[src/design/cisu_pkg.sv]
// ----------------------------------------------------------------------------
// cone isolation sum package
// shared types, register codes and constants of the isolation block
// ----------------------------------------------------------------------------
`default_nettype none

package cisu_pkg;

  // command codes
  localparam logic CMD_REF  = 1'b0;
  localparam logic CMD_CAND = 1'b1;

  // configuration register indexes
  localparam logic [2:0] REG_CONE_RADIUS_SQ  = 3'd0;
  localparam logic [2:0] REG_CHARGED_VETO_SQ = 3'd1;
  localparam logic [2:0] REG_NEUTRAL_VETO_SQ = 3'd2;
  localparam logic [2:0] REG_CHARGED_PT_MIN  = 3'd3;
  localparam logic [2:0] REG_NEUTRAL_PT_MIN  = 3'd4;

  // register reset values
  localparam logic [19:0] CONE_RADIUS_SQ_RST  = 20'd94372;
  localparam logic [19:0] CHARGED_VETO_SQ_RST = 20'd0;
  localparam logic [19:0] NEUTRAL_VETO_SQ_RST = 20'd104;
  localparam logic [15:0] CHARGED_PT_MIN_RST  = 16'd20;
  localparam logic [15:0] NEUTRAL_PT_MIN_RST  = 16'd50;

  // particle type codes
  localparam logic [7:0] PDG_PION   = 8'd211;
  localparam logic [7:0] PDG_PHOTON = 8'd22;
  localparam logic [7:0] PDG_K0L    = 8'd130;

  // pi with 16 fraction bits
  localparam longint PI_Q16 = 205887;

  localparam logic [25:0] OUT_SUM_MAX = 26'h3FF_FFFF;
  localparam logic [15:0] RATIO_MAX   = 16'hFFFF;
  localparam int          QUOT_W      = 16;
  localparam int          DIV_CNT_W   = $clog2(QUOT_W);

  // queue between front and back
  localparam int QUEUE_DEPTH = 8;
  localparam int QCNT_W      = $clog2(QUEUE_DEPTH + 1);

  typedef struct packed {
    logic [19:0] cone_radius_sq;
    logic [19:0] charged_veto_sq;
    logic [19:0] neutral_veto_sq;
    logic [15:0] charged_pt_min;
    logic [15:0] neutral_pt_min;
  } cfg_t;

  typedef enum logic [1:0] {
    BK_IDLE,
    BK_DIV,
    BK_DONE
  } back_state_t;

endpackage

`default_nettype wire

[src/design/cisu_queue.sv]
// ----------------------------------------------------------------------------
// cone isolation queue
// short register queue that decouples the front pipeline from the divider
// ----------------------------------------------------------------------------
`default_nettype none

module cisu_queue #(
  parameter int WIDTH = 42,
  parameter int DEPTH = 8
) (
  input  logic                       clk,
  input  logic                       rst,
  input  logic                       push,
  input  logic [WIDTH-1:0]           din,
  input  logic                       pop,
  output logic [WIDTH-1:0]           dout,
  output logic                       empty,
  output logic [$clog2(DEPTH+1)-1:0] count
);

  localparam int PW = $clog2(DEPTH);
  localparam int CW = $clog2(DEPTH + 1);

  logic [WIDTH-1:0] entries [DEPTH];
  logic [PW-1:0]    wr_ptr;
  logic [PW-1:0]    rd_ptr;
  logic             do_pop;

  assign empty  = (count == '0);
  assign do_pop = pop && !empty;
  assign dout   = entries[rd_ptr];

  always_ff @(posedge clk) begin
    if (push) begin
      entries[wr_ptr] <= din;
    end
  end

  always_ff @(posedge clk) begin
    if (rst) begin
      wr_ptr <= '0;
      rd_ptr <= '0;
      count  <= '0;
    end else begin
      if (push) begin
        wr_ptr <= (wr_ptr == PW'(DEPTH - 1)) ? '0 : wr_ptr + 1'b1;
      end
      if (do_pop) begin
        rd_ptr <= (rd_ptr == PW'(DEPTH - 1)) ? '0 : rd_ptr + 1'b1;
      end
      if (push && !do_pop) begin
        count <= count + CW'(1);
      end else if (!push && do_pop) begin
        count <= count - CW'(1);
      end
    end
  end

endmodule

`default_nettype wire

[src/design/cisu_front.sv]
// ----------------------------------------------------------------------------
// cone isolation front
// three-stage pipeline: angular distance, squares, cone test and running sum
// ----------------------------------------------------------------------------
`default_nettype none

module cisu_front #(
  parameter int ANGLE_FRAC_BITS = 10,
  parameter int SUM_WIDTH       = 26
) (
  input  logic                        clk,
  input  logic                        rst,
  input  logic                        push,
  output logic                        full,
  input  logic                        cmd,
  input  logic signed [13:0]          eta,
  input  logic signed [12:0]          phi,
  input  logic [15:0]                 pt,
  input  logic signed [1:0]           charge,
  input  logic [7:0]                  pdg_abs,
  input  logic                        last,
  input  cisu_pkg::cfg_t              cfg,
  input  logic [cisu_pkg::QCNT_W-1:0] q_count,
  output logic                        q_push,
  output logic [SUM_WIDTH+15:0]       q_data
);

  import cisu_pkg::*;

  localparam int PI_UNITS = int'((PI_Q16 + (longint'(1) << (15 - ANGLE_FRAC_BITS)))
                                 >> (16 - ANGLE_FRAC_BITS));
  localparam logic signed [15:0] PI_S     = 16'(PI_UNITS);
  localparam logic signed [15:0] NEG_PI_S = 16'(-PI_UNITS);
  localparam logic signed [15:0] TWO_PI_S = 16'(2 * PI_UNITS);

  // reference
  logic signed [13:0] ref_eta;
  logic signed [12:0] ref_phi;

  logic               accept;
  logic signed [14:0] deta;
  logic [14:0]        deta_abs;
  logic signed [15:0] dphi_raw;
  logic signed [15:0] dphi;
  logic [15:0]        dphi_abs;
  logic               chg_ok;
  logic               neu_ok;

  // stage 1
  logic        s1_valid;
  logic        s1_cmd;
  logic        s1_last;
  logic [15:0] s1_pt;
  logic        s1_chg;
  logic        s1_neu;
  logic [13:0] s1_ae;
  logic [12:0] s1_ap;

  // stage 2
  logic        s2_valid;
  logic        s2_cmd;
  logic        s2_last;
  logic [15:0] s2_pt;
  logic        s2_chg;
  logic        s2_neu;
  logic [27:0] s2_ae2;
  logic [25:0] s2_ap2;

  logic [28:0] dr2;
  logic        in_cone;
  logic        add_hit;

  // stage 3
  logic        s3_valid;
  logic        s3_cmd;
  logic        s3_last;
  logic [15:0] s3_pt;
  logic        s3_add;

  logic [SUM_WIDTH-1:0] sum_acc;
  logic [SUM_WIDTH-1:0] sum_acc_next;
  logic [SUM_WIDTH:0]   sum_wide;
  logic [15:0]          ref_pt;
  logic [15:0]          ref_pt_next;

  logic [1:0]        lasts_in_flight;
  logic [QCNT_W:0]   occupancy;

  // every last item in flight holds a queue slot in advance
  assign lasts_in_flight = 2'(s1_valid && s1_last) + 2'(s2_valid && s2_last)
                         + 2'(s3_valid && s3_last);
  assign occupancy = (QCNT_W+1)'(q_count) + (QCNT_W+1)'(lasts_in_flight);
  assign full      = (occupancy >= (QCNT_W+1)'(QUEUE_DEPTH));
  assign accept    = push && !full;

  always_comb begin
    deta     = {eta[13], eta} - {ref_eta[13], ref_eta};
    deta_abs = deta[14] ? 15'(-deta) : 15'(deta);
    dphi_raw = {{3{phi[12]}}, phi} - {{3{ref_phi[12]}}, ref_phi};
    // wrap into plus or minus pi
    if (dphi_raw > PI_S) begin
      dphi = dphi_raw - TWO_PI_S;
    end else if (dphi_raw < NEG_PI_S) begin
      dphi = dphi_raw + TWO_PI_S;
    end else begin
      dphi = dphi_raw;
    end
    dphi_abs = dphi[15] ? 16'(-dphi) : 16'(dphi);
    chg_ok   = (charge != 2'sd0) && (pdg_abs == PDG_PION) && (pt > cfg.charged_pt_min);
    neu_ok   = (charge == 2'sd0) && ((pdg_abs == PDG_PHOTON) || (pdg_abs == PDG_K0L))
               && (pt > cfg.neutral_pt_min);
  end

  always_comb begin
    dr2     = 29'(s2_ae2) + 29'(s2_ap2);
    in_cone = dr2 < 29'(cfg.cone_radius_sq);
    add_hit = (s2_cmd == CMD_CAND) && in_cone
              && ((s2_chg && (dr2 > 29'(cfg.charged_veto_sq)))
               || (s2_neu && (dr2 > 29'(cfg.neutral_veto_sq))));
  end

  always_comb begin
    sum_wide     = {1'b0, sum_acc} + (SUM_WIDTH+1)'(s3_pt);
    sum_acc_next = sum_acc;
    ref_pt_next  = ref_pt;
    if (s3_cmd == CMD_REF) begin
      sum_acc_next = '0;
      ref_pt_next  = s3_pt;
    end else if (s3_add) begin
      sum_acc_next = sum_wide[SUM_WIDTH] ? '1 : sum_wide[SUM_WIDTH-1:0];
    end
  end

  assign q_push = s3_valid && s3_last;
  assign q_data = {sum_acc_next, ref_pt_next};

  always_ff @(posedge clk) begin
    if (rst) begin
      ref_eta  <= '0;
      ref_phi  <= '0;
      s1_valid <= 1'b0;
      s2_valid <= 1'b0;
      s3_valid <= 1'b0;
      sum_acc  <= '0;
      ref_pt   <= '0;
    end else begin
      if (accept && (cmd == CMD_REF)) begin
        ref_eta <= eta;
        ref_phi <= phi;
      end
      s1_valid <= accept;
      s2_valid <= s1_valid;
      s3_valid <= s2_valid;
      if (s3_valid) begin
        sum_acc <= sum_acc_next;
        ref_pt  <= ref_pt_next;
      end
    end
  end

  always_ff @(posedge clk) begin
    s1_cmd  <= cmd;
    s1_last <= last;
    s1_pt   <= pt;
    s1_chg  <= chg_ok;
    s1_neu  <= neu_ok;
    s1_ae   <= deta_abs[13:0];
    s1_ap   <= dphi_abs[12:0];

    s2_cmd  <= s1_cmd;
    s2_last <= s1_last;
    s2_pt   <= s1_pt;
    s2_chg  <= s1_chg;
    s2_neu  <= s1_neu;
    s2_ae2  <= s1_ae * s1_ae;
    s2_ap2  <= s1_ap * s1_ap;

    s3_cmd  <= s2_cmd;
    s3_last <= s2_last;
    s3_pt   <= s2_pt;
    s3_add  <= add_hit;
  end

endmodule

`default_nettype wire

[src/design/cisu_back.sv]
// ----------------------------------------------------------------------------
// cone isolation back
// radix-2 divider for the isolation ratio and the result register
// ----------------------------------------------------------------------------
`default_nettype none

module cisu_back #(
  parameter int SUM_WIDTH = 26
) (
  input  logic                  clk,
  input  logic                  rst,
  input  logic                  q_empty,
  input  logic [SUM_WIDTH+15:0] q_data,
  output logic                  q_pop,
  output logic                  empty,
  input  logic                  pop,
  output logic [25:0]           pt_sum,
  output logic [15:0]           iso_ratio,
  output logic                  zero_pt
);

  import cisu_pkg::*;

  localparam int CW = (SUM_WIDTH > 24) ? SUM_WIDTH : 24;
  localparam int OW = (SUM_WIDTH > 26) ? SUM_WIDTH : 26;

  back_state_t state;
  back_state_t state_next;

  logic [SUM_WIDTH-1:0] q_sum;
  logic [15:0]          q_ref;
  logic                 q_zero;
  logic                 q_sat;

  logic [SUM_WIDTH-1:0] sum_h;
  logic [15:0]          divisor;
  logic                 zero_h;
  logic [15:0]          rem;
  logic [QUOT_W-1:0]    shreg;
  logic [DIV_CNT_W-1:0] cnt;
  logic [16:0]          trial;
  logic                 fits;
  logic [OW-1:0]        sum_ext;

  logic out_valid;
  logic out_free;
  logic load_out;
  logic div_step;

  assign q_sum  = q_data[SUM_WIDTH+15:16];
  assign q_ref  = q_data[15:0];
  assign q_zero = (q_ref == 16'd0);
  // quotient would not fit in 16 bits
  assign q_sat  = CW'(q_sum) >= CW'({q_ref, 8'h00});

  assign trial   = {rem, shreg[QUOT_W-1]};
  assign fits    = trial >= {1'b0, divisor};
  assign sum_ext = OW'(sum_h);

  always_comb begin
    state_next = state;
    unique case (state)
      BK_IDLE: begin
        if (!q_empty) begin
          state_next = (q_zero || q_sat) ? BK_DONE : BK_DIV;
        end
      end
      BK_DIV: begin
        if (cnt == DIV_CNT_W'(QUOT_W - 1)) begin
          state_next = BK_DONE;
        end
      end
      BK_DONE: begin
        if (out_free) begin
          state_next = BK_IDLE;
        end
      end
      default: state_next = BK_IDLE;
    endcase
  end

  always_comb begin
    out_free = !out_valid || pop;
    q_pop    = (state == BK_IDLE) && !q_empty;
    div_step = (state == BK_DIV);
    load_out = (state == BK_DONE) && out_free;
  end

  always_ff @(posedge clk) begin
    if (rst) begin
      state     <= BK_IDLE;
      out_valid <= 1'b0;
    end else begin
      state <= state_next;
      if (load_out) begin
        out_valid <= 1'b1;
      end else if (pop) begin
        out_valid <= 1'b0;
      end
    end
  end

  always_ff @(posedge clk) begin
    if (q_pop) begin
      sum_h   <= q_sum;
      divisor <= q_ref;
      zero_h  <= q_zero;
      cnt     <= '0;
      rem     <= 16'(q_sum >> 8);
      shreg   <= (q_zero || q_sat) ? RATIO_MAX : {q_sum[7:0], 8'h00};
    end else if (div_step) begin
      cnt   <= cnt + 1'b1;
      rem   <= fits ? 16'(trial - {1'b0, divisor}) : trial[15:0];
      shreg <= {shreg[QUOT_W-2:0], fits};
    end
    if (load_out) begin
      pt_sum    <= (sum_ext > OW'(OUT_SUM_MAX)) ? OUT_SUM_MAX : sum_ext[25:0];
      iso_ratio <= shreg;
      zero_pt   <= zero_h;
    end
  end

  assign empty = !out_valid;

endmodule

`default_nettype wire

[src/design/cone_isolation_sum_unit.sv]
// ----------------------------------------------------------------------------
// cone isolation sum unit
// relative isolation of a reference photon in a delta-R cone
//
//   channel   direction  handshake        payload
//   items     in         push / full      cmd eta phi pt charge pdg_abs last
//   results   out        pop / empty      pt_sum iso_ratio zero_pt
//   config    in         cfg_write        cfg_index cfg_data
//
// the front takes one item per cycle while full is low; a candidate passes a 3-stage pipeline
// a last item reaches the 8-entry queue after stages s1, s2 and s3, and the
// divider skips the division for a saturated or zero-pt ratio
// the back pops the next queued sum only after the previous result is loaded
// full rises when queued results plus last items in flight reach 8
// rst is synchronous; it restores the register defaults and clears the reference
// ----------------------------------------------------------------------------
`default_nettype none

module cone_isolation_sum_unit #(
  parameter int ANGLE_FRAC_BITS = 10,
  parameter int SUM_WIDTH       = 26
) (
  input  logic               clk,
  input  logic               rst,
  input  logic               push,
  output logic               full,
  input  logic               cmd,
  input  logic signed [13:0] eta,
  input  logic signed [12:0] phi,
  input  logic [15:0]        pt,
  input  logic signed [1:0]  charge,
  input  logic [7:0]         pdg_abs,
  input  logic               last,
  output logic               empty,
  input  logic               pop,
  output logic [25:0]        pt_sum,
  output logic [15:0]        iso_ratio,
  output logic               zero_pt,
  input  logic               cfg_write,
  input  logic [2:0]         cfg_index,
  input  logic [19:0]        cfg_data
);

  import cisu_pkg::*;

  cfg_t                  cfg;
  logic [QCNT_W-1:0]     q_count;
  logic                  q_push;
  logic [SUM_WIDTH+15:0] q_din;
  logic [SUM_WIDTH+15:0] q_dout;
  logic                  q_empty;
  logic                  q_pop;

  always_ff @(posedge clk) begin
    if (rst) begin
      cfg.cone_radius_sq  <= CONE_RADIUS_SQ_RST;
      cfg.charged_veto_sq <= CHARGED_VETO_SQ_RST;
      cfg.neutral_veto_sq <= NEUTRAL_VETO_SQ_RST;
      cfg.charged_pt_min  <= CHARGED_PT_MIN_RST;
      cfg.neutral_pt_min  <= NEUTRAL_PT_MIN_RST;
    end else if (cfg_write) begin
      unique case (cfg_index)
        REG_CONE_RADIUS_SQ:  cfg.cone_radius_sq  <= cfg_data;
        REG_CHARGED_VETO_SQ: cfg.charged_veto_sq <= cfg_data;
        REG_NEUTRAL_VETO_SQ: cfg.neutral_veto_sq <= cfg_data;
        REG_CHARGED_PT_MIN:  cfg.charged_pt_min  <= cfg_data[15:0];
        REG_NEUTRAL_PT_MIN:  cfg.neutral_pt_min  <= cfg_data[15:0];
        default: ;
      endcase
    end
  end

  cisu_front #(
    .ANGLE_FRAC_BITS (ANGLE_FRAC_BITS),
    .SUM_WIDTH       (SUM_WIDTH)
  ) u_front (
    .clk     (clk),
    .rst     (rst),
    .push    (push),
    .full    (full),
    .cmd     (cmd),
    .eta     (eta),
    .phi     (phi),
    .pt      (pt),
    .charge  (charge),
    .pdg_abs (pdg_abs),
    .last    (last),
    .cfg     (cfg),
    .q_count (q_count),
    .q_push  (q_push),
    .q_data  (q_din)
  );

  cisu_queue #(
    .WIDTH (SUM_WIDTH + 16),
    .DEPTH (QUEUE_DEPTH)
  ) u_queue (
    .clk   (clk),
    .rst   (rst),
    .push  (q_push),
    .din   (q_din),
    .pop   (q_pop),
    .dout  (q_dout),
    .empty (q_empty),
    .count (q_count)
  );

  cisu_back #(
    .SUM_WIDTH (SUM_WIDTH)
  ) u_back (
    .clk       (clk),
    .rst       (rst),
    .q_empty   (q_empty),
    .q_data    (q_dout),
    .q_pop     (q_pop),
    .empty     (empty),
    .pop       (pop),
    .pt_sum    (pt_sum),
    .iso_ratio (iso_ratio),
    .zero_pt   (zero_pt)
  );

endmodule

`default_nettype wire

[config.mk]
export PLATFORM = sky130hd
export DESIGN_NAME = cone_isolation_sum_unit
export DESIGN_NICKNAME = d
export VERILOG_FILES = /design/src/design/cisu_pkg.sv /design/src/design/cisu_queue.sv /design/src/design/cisu_front.sv /design/src/design/cisu_back.sv /design/src/design/cone_isolation_sum_unit.sv
export SDC_FILE = /design/constraint.sdc
export NUM_CORES = 2
export LEC_CHECK = 0
export ABC_AREA = 1
export BUFFER_PORTS_ARGS = -buffer_cell sky130_fd_sc_hd__buf_2
export CORE_UTILIZATION = 47
export DETAILED_ROUTE_END_ITERATION = 16
export GPL_ROUTABILITY_DRIVEN = 0
export SETUP_SLACK_MARGIN = 0.2
export SYNTH_ARGS = -nofsm -noshare
export SYNTH_HDL_FRONTEND = slang
export SYNTH_SLANG_ARGS = --single-unit
[constraint.sdc]
create_clock -name clk -period 6.45 [get_ports clk]
set_input_delay 0.3225 -clock clk [delete_from_list [all_inputs] [get_ports clk]]
set_output_delay 0.3225 -clock clk [all_outputs]
set_load 0.005 [all_outputs]
Word level (Yosys, flattened, before mapping)
Memory sizes are Yosys's and may differ from the RTL's. A register that Yosys moved wholly into a read port is not among the register bits.
Cells that the tools add are included.
{"block": "classes", "n_mul": 2, "order_cmp": 11, "n_mux": 29, "bitwise": 1, "addsub": 17, "n_reduce_logical": 42, "eq_ne": 15}
{"cell": "2-to-1 mux 16 bit", "count": 9}
{"cell": "2-to-1 mux 26 bit", "count": 3}
{"cell": "greater-than comparator 29 x 20 -> 1 bit", "count": 2}
{"cell": "greater-than comparator 16 bit", "count": 2}
{"cell": "adder 28 x 26 -> 29 bit", "count": 1}
{"cell": "less-than comparator 29 x 20 -> 1 bit", "count": 1}
{"cell": "multiplier 14 x 14 -> 28 bit", "count": 1}
{"cell": "adder 26 x 16 -> 27 bit", "count": 1}
{"cell": ">= comparator 26 x 24 -> 1 bit", "count": 1}
{"cell": "greater-than comparator 26 bit, second input constant", "count": 1}
{"cell": "multiplier 13 x 13 -> 26 bit", "count": 1}
{"cell": "logical AND 1 bit", "count": 18}
{"cell": ">= comparator 17 x 16 -> 1 bit", "count": 1}
{"cell": "adder 16 x 14 -> 16 bit, second input constant", "count": 1}
{"cell": "equality test 8 bit, second input constant", "count": 2}
{"cell": "greater-than comparator 16 x 13 -> 1 bit, second input constant", "count": 1}
{"cell": "zero test 16 bit", "count": 1}
{"cell": "less-than comparator 16 x 13 -> 1 bit, second input constant", "count": 1}
{"cell": "subtractor 16 x 14 -> 16 bit, second input constant", "count": 1}
{"cell": "subtractor 16 bit", "count": 1}
{"cell": "subtractor 14 x 14 -> 15 bit", "count": 1}
{"cell": "2-to-1 mux 14 bit", "count": 1}
{"cell": "negator 14 bit", "count": 1}
{"cell": "subtractor 13 x 13 -> 14 bit", "count": 1}
{"cell": "32 further kinds", "count": 63}
{"block": "word_totals", "output_inout_bits": 45, "memories": 1, "ram_bits": 336, "register_bits": 439}
{"memory": "u_queue.entries", "depth": 8, "width": 42, "rd": 1, "rd_clocked_by_memory_dff": 1, "write_ports": 1, "line": "cisu_queue.sv:24", "text": "logic [WIDTH-1:0] entries [DEPTH];"}

Longest topological paths before layout
{"block": "logic_depth", "ltp_word": 8, "ltp_mapped": 30, "depth_no_buf": 29}

Cells and area by module
From an unflattened synthesis, not the netlist that was laid out.
{"block": "unflattened", "cells_unflattened": 5397, "hier_area_um2": 47127.7}
{"mod": "cisu_front", "area_per_inst_um2": 23123.4, "n_inst": 1, "cells_each": 3018, "seq_area_each_um2": 4204.0}
{"mod": "cisu_queue", "area_per_inst_um2": 14057.2, "n_inst": 1, "cells_each": 1210, "seq_area_each_um2": 10349.9}
{"mod": "cisu_back", "area_per_inst_um2": 6313.6, "n_inst": 1, "cells_each": 646, "seq_area_each_um2": 3683.5}
{"mod": "cone_isolation_sum_unit", "area_per_inst_um2": 3633.5, "n_inst": 1, "cells_each": 523, "seq_area_each_um2": 1841.8}

Worst setup path after synthesis
OpenSTA, ideal clock, no wires.
{"block": "synth_path", "path_kind": "reg2reg", "from": "register u_front.s1_ae[7]", "to": "register u_front.s2_ae2[24]", "setup_time_ns": 0.120, "synth_period_minus_slack_ns": 5.622, "slack_ns": 0.828, "path_stages_with_launch": 24, "n_path_buf": 1, "required_ns": 6.330, "t_arrival_ns": 5.502, "path_cell_list": "dfxtp_1 clkbuf_1 nand2_1 fa_1 fa_1 inv_1 fa_1 inv_1 fa_1 inv_1 fa_1 inv_1 fa_1 inv_1 ha_1 a21oi_1 o21ai_0 a21boi_1 o21bai_1 a21boi_1 o21ai_1 nand2_1 nand2_1 xor2_1"}
{"block": "synth_via", "elab_chain_len": 1}
{"item": "start, declared", "line": "cisu_front.sv:56", "text": "logic [13:0] s1_ae;"}
{"item": "start signal, assigned", "line": "cisu_front.sv:167", "text": "s1_ae <= deta_abs[13:0];"}
{"item": "multiplier 14 x 14 -> 28 bit", "line": "cisu_front.sv:175", "text": "s2_ae2 <= s1_ae * s1_ae;"}
{"item": "end signal, assigned", "line": "cisu_front.sv:175"}
{"item": "end, declared", "line": "cisu_front.sv:66", "text": "logic [27:0] s2_ae2;"}
No other way between the ends.
A chain may end at the register's enable or synchronous reset.

Worst setup path in the final report
{"block": "layout_path", "from": "register u_front.s1_ae[9]", "to": "register u_front.s2_ae2[24]"}
Same word-level chain as after synthesis.

==> flow_metrics.env <==
export IMPL_tns_ns=0
export IMPL_ant_nets=0
export IMPL_finalWirelength_mm=106
export IMPL_syn_area_per_cell_um2=9.26
export IMPL_crit_path_end_kind="register"
export IMPL_yosysSeqAreaShare_pct=43.9
export IMPL_hold_violations=0
export IMPL_post_place_ws_ns=0.584
export IMPL_antenna_found_initial=3
export IMPL_rows=114
export IMPL_hpwlAfterDp_mm=76.2
export IMPL_cp_arrival_ns=6.37
export IMPL_final_common_cell="inv_1"
export IMPL_coreArea_um2=96600
export IMPL_period_needed_ns=5.83
export IMPL_cts_tree="yes"
export IMPL_mostFrequentLayoutCells="844 x inv_1, 683 x nand2_1, 474 x o21ai_0"
export IMPL_grt_first_pass_wirelength_mm=171
export IMPL_drtPass1Iterations=5
export IMPL_htreeDepth=3
export IMPL_syn_to_final_growth_pct=11.8
export IMPL_via_count=32900
export IMPL_syn_inst=4940
export IMPL_syn_nets=5608
export IMPL_place_inst=6205
export IMPL_ys_warn_count=0
export IMPL_postCtsSetupBuffers=0
export IMPL_yosys_top_cells_area="edfxtp_1 30%, dfxtp_1 14%, ha_1 10%"
export IMPL_rsz0062_at_grt="false"
export IMPL_layout_setup_ws_ns=0.620
export IMPL_finClkSkew_ns=0.0669
export IMPL_wl_per_cell_um=16.5
export IMPL_r2r_slack_ns=0.62
export IMPL_crit_path_start_kind="register"
export IMPL_grt_overflow=0
export IMPL_drc=0
export IMPL_grtUsageTotal_pct=21.8
export IMPL_cp_required_ns=6.99
export IMPL_clkLatencyLatePin_ns=0.67
export IMPL_ios=128
export IMPL_cp_max_fo=15
export IMPL_slew_violations=0
export IMPL_synth_edf_count=454
export IMPL_finalNetCount=5739
export IMPL_synth_largest_area_cell="edfxtp_1"
export IMPL_status="finished, final reports clean"
export IMPL_initial_core_util_pct=47.4
export IMPL_worst_slew_pin_slew_ns=1.20
export IMPL_synth_cell_types=61
export IMPL_synth_seq_cells=776
export IMPL_period_share_pct=90.4
export IMPL_port_buffers=127
export IMPL_grt_pass1_vias=32700
export IMPL_relSlewSlack_pct=19.7
export IMPL_drt_iter0_markers=2120
export IMPL_drive_gt1_share_pct=8.15
export IMPL_dieArea_um2=98600
export IMPL_hold_ws_ns=0.0285
export IMPL_grt_max_degree=104
export IMPL_min_path_type="primary input to register"
export IMPL_avgViaCountPerCell=5.13
export IMPL_postSynth_asyncResetShare_pct=0
export IMPL_clockBufferDepth=3
export IMPL_yosys_area_top_type_share_pct=29.8
export IMPL_finalNonFillerCells=6417
export IMPL_die_w_um=314
export IMPL_clock_sinks=776
export IMPL_synth_flop_cell="edfxtp_1"
export IMPL_worstSetupPathType="register to register"
export IMPL_max_freq_mhz=172
export IMPL_fp_dieH_um=314
export IMPL_max_cap_violations=0
export IMPL_synth_area_um2=45700
export IMPL_cts_root_buffer="clkbuf_16"
export IMPL_cts_buffers=86
export IMPL_setup_viol=0
export IMPL_path_clk_slew_ns=0.06
## worst paths after layout
kind,from,endpoint,cells after the start
max,u_front.s1_ae[9]$_DFF_P_,u_front.s2_ae2[24]$_DFF_P_,19
min,phi[6],u_front.ref_phi[6]$_SDFFE_PP0P_,3
max reg2reg,u_front.s1_ae[9]$_DFF_P_,u_front.s2_ae2[24]$_DFF_P_,19
min reg2reg,u_front.s2_pt[15]$_DFF_P_,u_front.s3_pt[15]$_DFF_P_,0
## registers in the layout, indices dropped and copies added, names as in the netlist, 14 cells and up, named ones only
name	flops
u_queue.entries	336
cfg	92
u_front.s2_ae2	27
u_back.pt_sum	26
u_back.sum_ext	26
u_front.sum_acc	26
u_front.s2_ap2	25
u_back.divisor	16
u_back.iso_ratio	16
u_back.rem	16
u_back.shreg	16
u_front.ref_pt	16
u_front.s1_pt	16
u_front.s2_pt	16
u_front.s3_pt	16
u_front.ref_eta	14
u_front.s1_ae	14
## cell families (layout without fill, tap and decap cells)
group / count (synthesis) / in the layout / share of synthesized area (%)
AOI/OAI and AO/OA: 1030 / 1030 / 12.4
xor gates and xnor gates: 156 / 156 / 3.00
adders and majority gates: 585 / 585 / 19.6
buffers and inverters: 1057 / 1257 / 8.80
DFF: 776 / 776 / 43.9
muxes: 2 / 2 / 0.0492
other: 0 / 1 / 0
and+or+nand+nor: 1334 / 1334 / 12.3
## synth_stat cells, types with 30 or more instances
| master | number |
|---|---|
| edfxtp_1 | 454 |
| clkbuf_1 | 169 |
| ha_1 | 365 |
| o21ai_0 | 474 |
| fa_1 | 220 |
| nand2_1 | 683 |
| inv_1 | 847 |
| xnor2_1 | 56 |
| nand4_1 | 34 |
| nor3_1 | 30 |
| nand3_1 | 123 |
| a21oi_1 | 330 |
| o22ai_1 | 64 |
| nor2_1 | 376 |
| xor2_1 | 99 |
| dfxtp_1 | 322 |
## final cells by class
type | count | area (µm²)
antenna | 1 | 2.50
fill | 8818 | 45400
timing repair buffer | 234 | 1600
sequential | 776 | 20100
tap | 1276 | 1600
clock buffer | 108 | 2320
multi-input combinational | 3107 | 21700
clock inverter | 49 | 569
inverter | 866 | 3260
## per-stage QoR
stage               cell area (µm²)  util, %
CTS                           51100     53.0
global route                  51100     53.0
global placement              47700     49.4
finish                        51100     53.0
floorplan                     45700        -
detailed placement            47700     49.4
## what timing repair did
item | 4_1_cts | 5_1_grt
endpoints found under the setup margin | 0 | 2
hold endpoints to repair | 62 | 0
hold buffers | 54 | 0
resized for setup | 0 | 2
## critical path, stage by stage (launching register included)
cell and delay [ns]:
dfxtp_1 0.72, nand2_1 0.23, fa_1 0.52, fa_1 0.49, inv_1 0.05, fa_1 0.50, fa_1 0.52, fa_1 0.55
inv_1 0.05, fa_1 0.50, inv_1 0.04, ha_1 0.34, a21oi_1 0.20, o21ai_0 0.09, o21bai_1 0.19, a21boi_1 0.30
o21ai_2 0.13, nand2_1 0.08, nand2_1 0.05, xor2_1 0.14
## per-layer routing
layer / up-vias / part of all wire [%] / GRT usage, %
li1: 16500 / - / -
met1: 15600 / 43 / 26.8
met2: 588 / 50 / 39.3
met3: 168 / 3.7 / 2.84
met4: 2 / 3.0 / 7.21
met5: - / 0.012 / 0
Power is not shown: default switching activity piles up to over one toggle a cycle in this logic, so the estimate is an artifact.
